## src/ezr_pkg.sv

```systemverilog
// ============================================================================
// Euler z-y-z rotation matrix: shared types and constants
// Fixed-point formats, the CORDIC arctangent table and the per-angle
// trigonometry record that moves along the chain of CORDIC cells.
// ============================================================================
package ezr_pkg;

   // Number of angles per item and their lane positions.
   localparam int NUM_ANGLES  = 3;
   localparam int ANGLE_ALPHA = 0;
   localparam int ANGLE_BETA  = 1;
   localparam int ANGLE_GAMMA = 2;

   // Internal datapath is Q2.30; the rotation lanes carry two guard bits.
   localparam int TRIG_FRAC  = 30;
   localparam int TRIG_BITS  = 32;
   localparam int Z_BITS     = 34;
   localparam int SUM_BITS   = 34;
   localparam int MAX_STAGES = 32;

   localparam logic signed [Z_BITS-1:0] PI_Q30      = 34'sd3373259426;
   localparam logic signed [Z_BITS-1:0] HALF_PI_Q30 = 34'sd1686629713;
   localparam logic signed [Z_BITS-1:0] GAIN_Q30    = 34'sd652032874;

   // atan(2^-i) in Q2.30.
   localparam logic [31:0] ATAN_TAB [MAX_STAGES] = '{
      32'h3243F6A8, 32'h1DAC6705, 32'h0FADBAFC, 32'h07F56EA6, 32'h03FEAB76,
      32'h01FFD55B, 32'h00FFFAAA, 32'h007FFF55, 32'h003FFFEA, 32'h001FFFFD,
      32'h000FFFFF, 32'h0007FFFF, 32'h0003FFFF, 32'h0001FFFF, 32'h0000FFFF,
      32'h00007FFF, 32'h00003FFF, 32'h00001FFF, 32'h00000FFF, 32'h000007FF,
      32'h000003FF, 32'h000001FF, 32'h000000FF, 32'h0000007F, 32'h0000003F,
      32'h0000001F, 32'h0000000F, 32'h00000008, 32'h00000004, 32'h00000002,
      32'h00000001, 32'h00000000
   };

   // One angle in flight: rotation vector, residual angle and quadrant flip.
   typedef struct packed {
      logic signed [Z_BITS-1:0] x;
      logic signed [Z_BITS-1:0] y;
      logic signed [Z_BITS-1:0] z;
      logic                     flip;
   } trig_lane_type;

   // All three angles of one item.
   typedef trig_lane_type [NUM_ANGLES-1:0] trig_row_type;

endpackage

```

## src/ezr_req_if.sv

```systemverilog
// ============================================================================
// Euler z-y-z rotation matrix: request channel
// Valid/ready channel that carries one angle triple per item.
// ============================================================================
interface ezr_req_if #(
   parameter int ANGLE_BITS = 16
);
   logic                         valid;
   logic                         ready;
   logic signed [ANGLE_BITS-1:0] angle_alpha;
   logic signed [ANGLE_BITS-1:0] angle_beta;
   logic signed [ANGLE_BITS-1:0] angle_gamma;

   modport source (output valid, angle_alpha, angle_beta, angle_gamma, input ready);
   modport sink   (input valid, angle_alpha, angle_beta, angle_gamma, output ready);
endinterface

```

## src/ezr_angle_fold.sv

```systemverilog
// ============================================================================
// Euler z-y-z rotation matrix: angle entry stage
// Widens each angle to Q2.30, folds it into [-pi/2, pi/2] and seeds the
// CORDIC vector with the gain-compensated unit x.
// ============================================================================
module ezr_angle_fold #(
   parameter int ANGLE_BITS = 16
) (
   input  logic                  clock,
   input  logic                  reset,
   ezr_req_if.sink               req,
   output logic                  out_valid,
   input  logic                  out_ready,
   output ezr_pkg::trig_row_type out_row
);
   import ezr_pkg::*;

   // Angle fraction goes from ANGLE_BITS-3 bits to 30 bits.
   localparam int SCALE_SHIFT = TRIG_FRAC + 3 - ANGLE_BITS;

   logic signed [ANGLE_BITS-1:0] angle [NUM_ANGLES];
   trig_row_type                 row_in;
   trig_row_type                 row_ff;
   logic                         valid_ff;
   logic                         enable;

   assign angle[ANGLE_ALPHA] = req.angle_alpha;
   assign angle[ANGLE_BETA]  = req.angle_beta;
   assign angle[ANGLE_GAMMA] = req.angle_gamma;

   // Fold each angle by pi; the flip negates sine and cosine at the end.
   for (genvar k = 0; k < NUM_ANGLES; k++) begin : g_lane
      logic signed [Z_BITS-1:0] z_wide;

      assign z_wide = Z_BITS'(angle[k]) <<< SCALE_SHIFT;

      always_comb begin
         row_in[k].x    = GAIN_Q30;
         row_in[k].y    = '0;
         row_in[k].z    = z_wide;
         row_in[k].flip = 1'b0;
         if (z_wide > HALF_PI_Q30) begin
            row_in[k].z    = z_wide - PI_Q30;
            row_in[k].flip = 1'b1;
         end else if (z_wide < -HALF_PI_Q30) begin
            row_in[k].z    = z_wide + PI_Q30;
            row_in[k].flip = 1'b1;
         end
      end
   end

   // The stage loads when it is empty or its content moves on.
   assign enable    = !valid_ff || out_ready;
   assign req.ready = enable;

   always_ff @(posedge clock) begin
      if (reset) begin
         valid_ff <= 1'b0;
      end else if (enable) begin
         valid_ff <= req.valid;
      end
   end

   always_ff @(posedge clock) begin
      if (enable) begin
         row_ff <= row_in;
      end
   end

   assign out_valid = valid_ff;
   assign out_row   = row_ff;

endmodule

```

## src/flat_wrapper.sv

```systemverilog
// flat-port wrapper written by rule: the top's interface ports become plain ports
module ezr_angle_fold_flat import ezr_pkg::*;
#(
   parameter int ANGLE_BITS = 16
)
  (clock, reset, out_valid, out_ready, out_row, req_valid, req_angle_alpha, req_angle_beta, req_angle_gamma, req_ready);
  ezr_req_if #(.ANGLE_BITS(ANGLE_BITS)) req_i ();
  input  logic clock;
  input  logic reset;
  output logic out_valid;
  input  logic out_ready;
  output ezr_pkg::trig_row_type out_row;
  input wire logic [$bits(req_i.valid)-1:0] req_valid;
  input wire logic [$bits(req_i.angle_alpha)-1:0] req_angle_alpha;
  input wire logic [$bits(req_i.angle_beta)-1:0] req_angle_beta;
  input wire logic [$bits(req_i.angle_gamma)-1:0] req_angle_gamma;
  output wire logic [$bits(req_i.ready)-1:0] req_ready;
  assign req_i.valid = req_valid;
  assign req_i.angle_alpha = req_angle_alpha;
  assign req_i.angle_beta = req_angle_beta;
  assign req_i.angle_gamma = req_angle_gamma;
  assign req_ready = req_i.ready;
  ezr_angle_fold #(.ANGLE_BITS(ANGLE_BITS)) u_core (.clock(clock), .reset(reset), .req(req_i), .out_valid(out_valid), .out_ready(out_ready), .out_row(out_row));
endmodule
```

## config.mk

```make
export PLATFORM = sky130hd
export DESIGN_NAME = ezr_angle_fold_flat
export DESIGN_NICKNAME = d
export VERILOG_FILES = /design/src/ezr_pkg.sv /design/src/ezr_req_if.sv /design/src/ezr_angle_fold.sv /design/src/flat_wrapper.sv
export SDC_FILE = /design/constraint.sdc
export NUM_CORES = 1
export LEC_CHECK = 0
export ABC_AREA = 1
export BUFFER_PORTS_ARGS = -buffer_cell sky130_fd_sc_hd__buf_2
export CAP_MARGIN = 20
export CELL_PAD_IN_SITES_DETAIL_PLACEMENT = 1
export CELL_PAD_IN_SITES_GLOBAL_PLACEMENT = 1
export CORE_AREA = 8 8 150 152
export CTS_BUF_LIST = sky130_fd_sc_hd__clkbuf_8
export CTS_CLUSTER_DIAMETER = 200
export DETAILED_ROUTE_END_ITERATION = 10
export DIE_AREA = 0 0 158 160
export GPL_TIMING_DRIVEN = 0
export PLACE_DENSITY_LB_ADDON = 0.1
export SLEW_MARGIN = 20
export SYNTH_ARGS = -nofsm -noshare
export SYNTH_HDL_FRONTEND = slang
export SYNTH_SLANG_ARGS = --single-unit
```

## constraint.sdc

```tcl
create_clock -name clock -period 3.4 [get_ports clock]
set_input_delay 0.17 -clock clock [delete_from_list [all_inputs] [get_ports clock]]
set_output_delay 0.17 -clock clock [all_outputs]
set_load 0.01 [all_outputs]
```

==> out/results.ini, run 1 <==
[worst_setup_path]
required_ns=3.23
startpoint=u_core.out_valid
path_cells=nand2_4 > buf_12 > buf_2
critPathMaxFanout=34
cp.depth=3
slowest_delay_ns=0.34
cp.arrival_ns=1.51
critPathCapture=req_ready
critPathBufInv=2
r2r-start=u_core.out_valid
critPathSlowestCell=dfxtp_1
criticalPathCategory=flip-flop to primary output
r2r-end=u_core.out_row[133]
rrSetupSlack_ns=2.11
cp-end-kind=primary output
cpLargestDelayFamily=buffers and inverters
r2r_cells=2
cp-start-kind=flip-flop

[detailed_routing]
dr.first_iter.drc_count=216
drc=0
drt_first_pass_iters=4
avgViaCountPerCell=3.936
ant_nets=0
routedWlPerCell_um=13.35
wirelength_um=21380
vias=6306

[power]
seqPwrFrac_pct=35.1
max-vdd-ir-drop_mv=0.1482
clock_power_share_pct=27.8
power.net_switching_uw=959.0
p_comb_share_pct=37.1
power.static_leakage_nw=5.234
switching_share_pct=35.00
power.density_mw_per_mm2=311.5
intPower_mw=1.781
power.total_mw=2.740

[synthesis]
ys_seq_area_share_pct=27.05
synth.most_common_cell=nand2_1
synth_top_area_share_pct=28.53
synth_area_leaders=buf_4 29%, edfxtp_1 27%, nand2_1 18%
syn_avg_cell_area_um2=6.944
synth_flop_cell=edfxtp_1
synthTopCellsByCount=320 x nand2_1, 256 x buf_4, 73 x inv_1
async_flop_share_pct=0
synth_edf_count=60
synthCells=970
yosysTopAreaCell=buf_4
synth_area_mm2=0.006735
synth-seq-cells=61
yosysUniqueCellTypes=26
ys_warn_count=0

[sta]
rsz0062_at_grt=no
finalSetupViolCount=0
period_needed_ns=1.678
timing.setup.tns_ns=0
max_freq_ghz=0.5958
whs_ns=0.03759
clock_skew_ns=0.009585
post-route-period-util_pct=49.36
hold_viol=0
slew_viol_final=0
setup_ws_ns=1.722

[clocking]
clk_pin_slew_ns=0.08
clkLatencyLatePin_ns=0.36
cts_tree=built
htreeDepth=3
clock_path_buffers=2
cts-root-buf=clkbuf_8
cts-buffers-inserted=9
cts.sinks=61
cts_resized=0

[global_route]
grt_pass1_vias=6472
grt_max_degree=35
grt_pass1_wl_um=33060
grtUsageTotal_pct=16.16
overflow=0
antenna_found_initial=1

[placement]
dp_hpwl_um=18160
portBuffers=138
gp_congestion=0.8346
place_ws_ns=1.523

[job]
drv_cap=0

[die]
start_util_pct=33.61
die-area_mm2=0.02528
die_w_um=158
core_area_mm2=0.02004
die_h_um=160
rows=52
ios=363

[hold_path]
hold_path_class=primary input to flip-flop

[final_layout]
drive_gt1_share_pct=33.81
syn_to_final_growth_pct=30.60
layout.nets=1390

[outcome]
status=finished clean

[state kept, by name, summed over array words and instances (netlist names)]
| signal | flops |
|---|---|
| u_core.out_valid | 1 |
| u_core.out_row | 60 |
[metal layers]
metal  GRT usage [%]  routed length, um  vias to the layer above
met2           29.43              10650                      206
met1           17.77               8574                     2810
met3           4.157               1903                       11
li1                -                  -                     3279
met5               0                  0                        -
met4           5.274                259                        0
[through the flow]
stage          area, um^2  util [%]  cells
2_1_floorplan        7505         -   1175
3_3_place_gp         8533     42.58   1583
3_5_place_dp         8561     42.72   1584
4_1_cts              8793     43.88   1601
5_1_grt              8796     43.89   1602
6_report             8796     43.89   1602
[cell families (layout without fill, tap and decap cells)]
group,Yosys count,in the layout,synth area share [%]
flip-flops,61,61,27.05
XOR/XNOR,31,31,4.031
AND/OR/NAND/NOR,466,466,28.11
buffers and inverters,357,513,35.28
AO/OA/AOI/OAI,41,41,3.195
other,2,208,0.1115
adder cells (fa/ha/maj),12,12,2.229
[timing repair]
item | 4_1_cts | 5_1_grt
hold buffers | 1 | 0
setup buffers | 0 | 0
endpoints found under the hold margin | 1 | 0
[worst min path at each step]
stage / start / end / slack [ns] / cells after the start
4_1_cts: req_valid / u_core.out_valid / 0.007 / 3
5_1_grt: req_valid / u_core.out_valid / 0.02 / 3
6_report: req_valid / u_core.out_valid / 0.04 / 3
2_1_floorplan: reset / u_core.out_valid / 0.24 / 1
3_3_place_gp: reset / u_core.out_valid / 0.32 / 2
3_5_place_dp: reset / u_core.out_valid / 0.33 / 2
[cell usage in the layout (no fill, tap or decap), types with 3 or more instances in the layout]
master,synthesis,final
a21oi_1,16,16
buf_2,12,150
buf_4,256,256
buf_6,8,8
clkbuf_8,0,9
conb_1,2,207
edfxtp_1,60,60
ha_1,12,12
inv_1,73,73
inv_2,8,8
nand2_1,320,319
nand2_2,6,6
nand3_1,68,68
nand4_1,5,5
nor2_1,55,55
nor3_1,5,5
o21ai_0,15,15
o21ai_1,5,5
o22ai_1,3,3
xor2_1,31,31
[tightest hold or removal path: stages]
cell     delay (ns)
buf_2          0.09
inv_1          0.04
a21oi_1        0.06
[power by group through the flow]
stage                     Sequential, mW  Clock, mW  Combinational [mW]
after detailed placement           0.983          0                1.00
after floorplan                     1.03          0               0.663
after CTS                          0.966      0.787                1.00
final                              0.963      0.762                1.02
after global routing               0.974      0.814                1.13
after global placement             0.981          0               0.987
[area by class of cell]
class | instances | area (um^2)
fill | 2809 | 11240
multi-input combinational | 757 | 3314
buffer | 276 | 2072
sequential | 61 | 1822
timing repair buffer | 140 | 720.7
tap | 270 | 337.8
inverter | 81 | 304.0
clock buffer | 9 | 123.9
clock inverter | 7 | 98.84
antenna | 1 | 2.502
Note: power is estimated with default switching activity, not from simulation.
==> run 2, diff against run 1 <==
--- a/config.mk
+++ b/config.mk
@@ -5,16 +5,16 @@
 export SDC_FILE = /design/constraint.sdc
 export NUM_CORES = 1
 export LEC_CHECK = 0
-export ABC_AREA = 1
+export ABC_AREA = 0
 export BUFFER_PORTS_ARGS = -buffer_cell sky130_fd_sc_hd__buf_2
 export CAP_MARGIN = 20
 export CELL_PAD_IN_SITES_DETAIL_PLACEMENT = 1
 export CELL_PAD_IN_SITES_GLOBAL_PLACEMENT = 1
-export CORE_AREA = 8 8 150 152
+export CORE_AREA = 8 8 145 147
 export CTS_BUF_LIST = sky130_fd_sc_hd__clkbuf_8
 export CTS_CLUSTER_DIAMETER = 200
 export DETAILED_ROUTE_END_ITERATION = 10
-export DIE_AREA = 0 0 158 160
+export DIE_AREA = 0 0 153 155
 export GPL_TIMING_DRIVEN = 0
 export PLACE_DENSITY_LB_ADDON = 0.1
 export SLEW_MARGIN = 20
==> constraint.sdc (replaced) <==
create_clock -name clock -period 1.7 [get_ports clock]
set_input_delay 0.085 -clock clock [delete_from_list [all_inputs] [get_ports clock]]
set_output_delay 0.085 -clock clock [all_outputs]
set_load 0.01 [all_outputs]
==> run 2 against run 1 <==
  * Routed wire length decreased by 13%
  * Clock power increased by 69%
  * Flip-flop and latch count unchanged
  * First-iteration DRC count decreased by 10%
  * Combinational power increased by 92%
  * Die area decreased by 6.2%
  * Core utilization decreased by 1.2 points
  * Count of clock-buffer cells in the layout increased by 1
  * Sequential power increased by 100%
  * Clock skew decreased by 0.0031 ns
  * Highest routed layer unchanged
==> out/results.ini, run 2 <==
[outcome]
status=finished clean

[synthesis]
async_flop_share_pct=0
yosysTopAreaCell=buf_4
synth-seq-cells=61
synth.most_common_cell=buf_4
synth_flop_cell=edfxtp_1
synth_top_area_share_pct=32.02
ys_seq_area_share_pct=31.08
synthTopCellsByCount=250 x buf_4, 60 x edfxtp_1, 28 x xnor2_1
yosysUniqueCellTypes=70
synth_edf_count=60
synthCells=628
synth_area_leaders=buf_4 32%, edfxtp_1 31%, xnor2_1 4.2%
syn_avg_cell_area_um2=9.334
ys_warn_count=0
synth_area_mm2=0.005862

[worst_setup_path]
criticalPathCategory=primary input to flip-flop
critPathSlowestCell=or4_4
critPathBufInv=3
cp.arrival_ns=1.74
critPathMaxFanout=9
path_cells=buf_2 > or4_4 > o32ai_4 > or2_1 > buf_6 > inv_8 > a32oi_4 > xnor2_1
slowest_delay_ns=0.54
rrSetupSlack_ns=0.47
required_ns=1.80
cp-end-kind=flip-flop
cp-start-kind=primary input
cpLargestDelayFamily=simple AND/OR/NAND/NOR gates

[clocking]
cts.sinks=61
clk_pin_slew_ns=0.07
clock_path_buffers=2
cts-root-buf=clkbuf_8
htreeDepth=3
cts_tree=built
cts-buffers-inserted=9
clkLatencyLatePin_ns=0.35

[die]
rows=51
start_util_pct=30.93
die_w_um=153
die_h_um=155
ios=363
core_area_mm2=0.01895
die-area_mm2=0.02372

[global_route]
antenna_found_initial=0
grt_pass1_wl_um=28260
grtUsageTotal_pct=14.83
overflow=0
grt_max_degree=43
grt_pass1_vias=5107

[final_layout]
syn_to_final_growth_pct=37.91
final_util_pct=42.66
layout.nets=1048
stdcell_count=1227
layout_common_cells=256 x buf_4, 207 x conb_1, 138 x buf_2, 60 x edfxtp_1, 28 x xnor2_1
largest_register_ffs=60
design_area_mm2=0.008084
diodes=0
drive_gt1_share_pct=47.62
final_common_cell=buf_4

[detailed_routing]
routedWlPerCell_um=15.22
drt_first_pass_iters=5
ant_nets=0
wirelength_um=18670
vias=5025
avgViaCountPerCell=4.095
drc=0
dr.first_iter.drc_count=194

[sta]
period_needed_ns=1.640
max_slew_margin_pct=62.99
post-route-period-util_pct=96.45
clock_skew_ns=0.006499
finalSetupViolCount=0
whs_ns=0.06236
rsz0062_at_grt=yes
slew_viol_final=0
max_freq_ghz=0.6099
tightestPinTransition_ns=0.5481
hold_viol=0

[power]
max-vdd-ir-drop_mv=0.2906
power.static_leakage_nw=4.149
power.total_mw=5.205
power.density_mw_per_mm2=643.8

[job]
drv_cap=0

[placement]
dp_hpwl_um=15460
gp_congestion=0.7672
place_inst=1207
dpl-instance-area_mm2=0.007746
portBuffers=135

[hold_path]
hold_path_class=primary input to flip-flop

## run 2: cell count changes after synthesis, moves of 7 or more
| cell | delta |
|---|---|
| or3_1 | +7 |
| nand3_1 | -64 |
| xor2_1 | -18 |
| a32oi_1 | +8 |
| xnor2_1 | +28 |
| inv_1 | -55 |
| nor2_1 | -39 |
| a21oi_1 | -8 |
| clkbuf_1 | +18 |
| nand2_1 | -295 |
| a31oi_1 | +12 |
## run 2: where the power goes
group / leakage, nW / internal [mW] / total, mW / switching [mW]
clock: 0.105 / 0.701 / 1.29 / 0.593
combinational: 3.41 / 0.906 / 1.96 / 1.06
sequential: 0.634 / 1.88 / 1.95 / 0.0644
total: 4.15 / 3.49 / 5.20 / 1.71
## run 2: cell type report
class | count | area [um^2]
plain buffers | 282 | 2067
clock buffers | 10 | 137.6
clock inverters | 6 | 55.05
fillers | 2349 | 10870
inverters | 24 | 105.1
multi-input cells | 464 | 2834
flip-flops and latches | 61 | 1822
well taps | 238 | 297.8
repair buffers | 142 | 765.7
## run 2: timing repair
item	in CTS	in global routing
endpoints found under the setup margin	11	27
pin swaps	0	6
hold endpoints to repair	1	0
gates resized for setup	6	31
setup buffers	0	4
hold buffers	2	0
## run 2: cells by family after synthesis
group	count (synthesis)	synth area share, %
buffers and inverters	308	36.44
AO/OA/AOI/OAI	112	15.45
AND/OR/NAND/NOR	92	8.218
flip-flops	61	31.08
XOR/XNOR	41	6.126
adder cells (fa/ha/maj)	12	2.561
other	2	0.1281
## run 2: path summary, 6_finish.rpt
path / from / to / cells past startpoint
worst max-delay path: req_angle_beta[8] / u_core.out_row[135] / 8
worst min-delay path: req_angle_gamma[1] / u_core.out_row[225] / 3
worst max register to register: u_core.out_valid / u_core.out_row[123] / 2
worst min register to register: u_core.out_valid / u_core.out_row[208] / 1
## run 2: metal layers
layer	vias up	share of wire (%)	track usage, %
met5	-	0	0
met4	0	1.0	3.629
met3	16	11	6.768
met2	226	49	25.59
met1	2334	39	16.39
li1	2449	-	-
## run 2: tightest hold or removal path: cells and delay by family
family | cells | cell delay (ns)
compound gates | 1 | 0.06
simple gates | 1 | 0.04
buf+inv | 1 | 0.11
## run 2: per-stage QoR
stage,TNS (ns),worst slack (ns)
finish,0,0.06038
global route,-0.06339,-0.03122
CTS,0,0.003579
detailed placement,-14.90,-0.4820
global placement,-25.27,-0.5077
floorplan,-0.3282,-0.1133
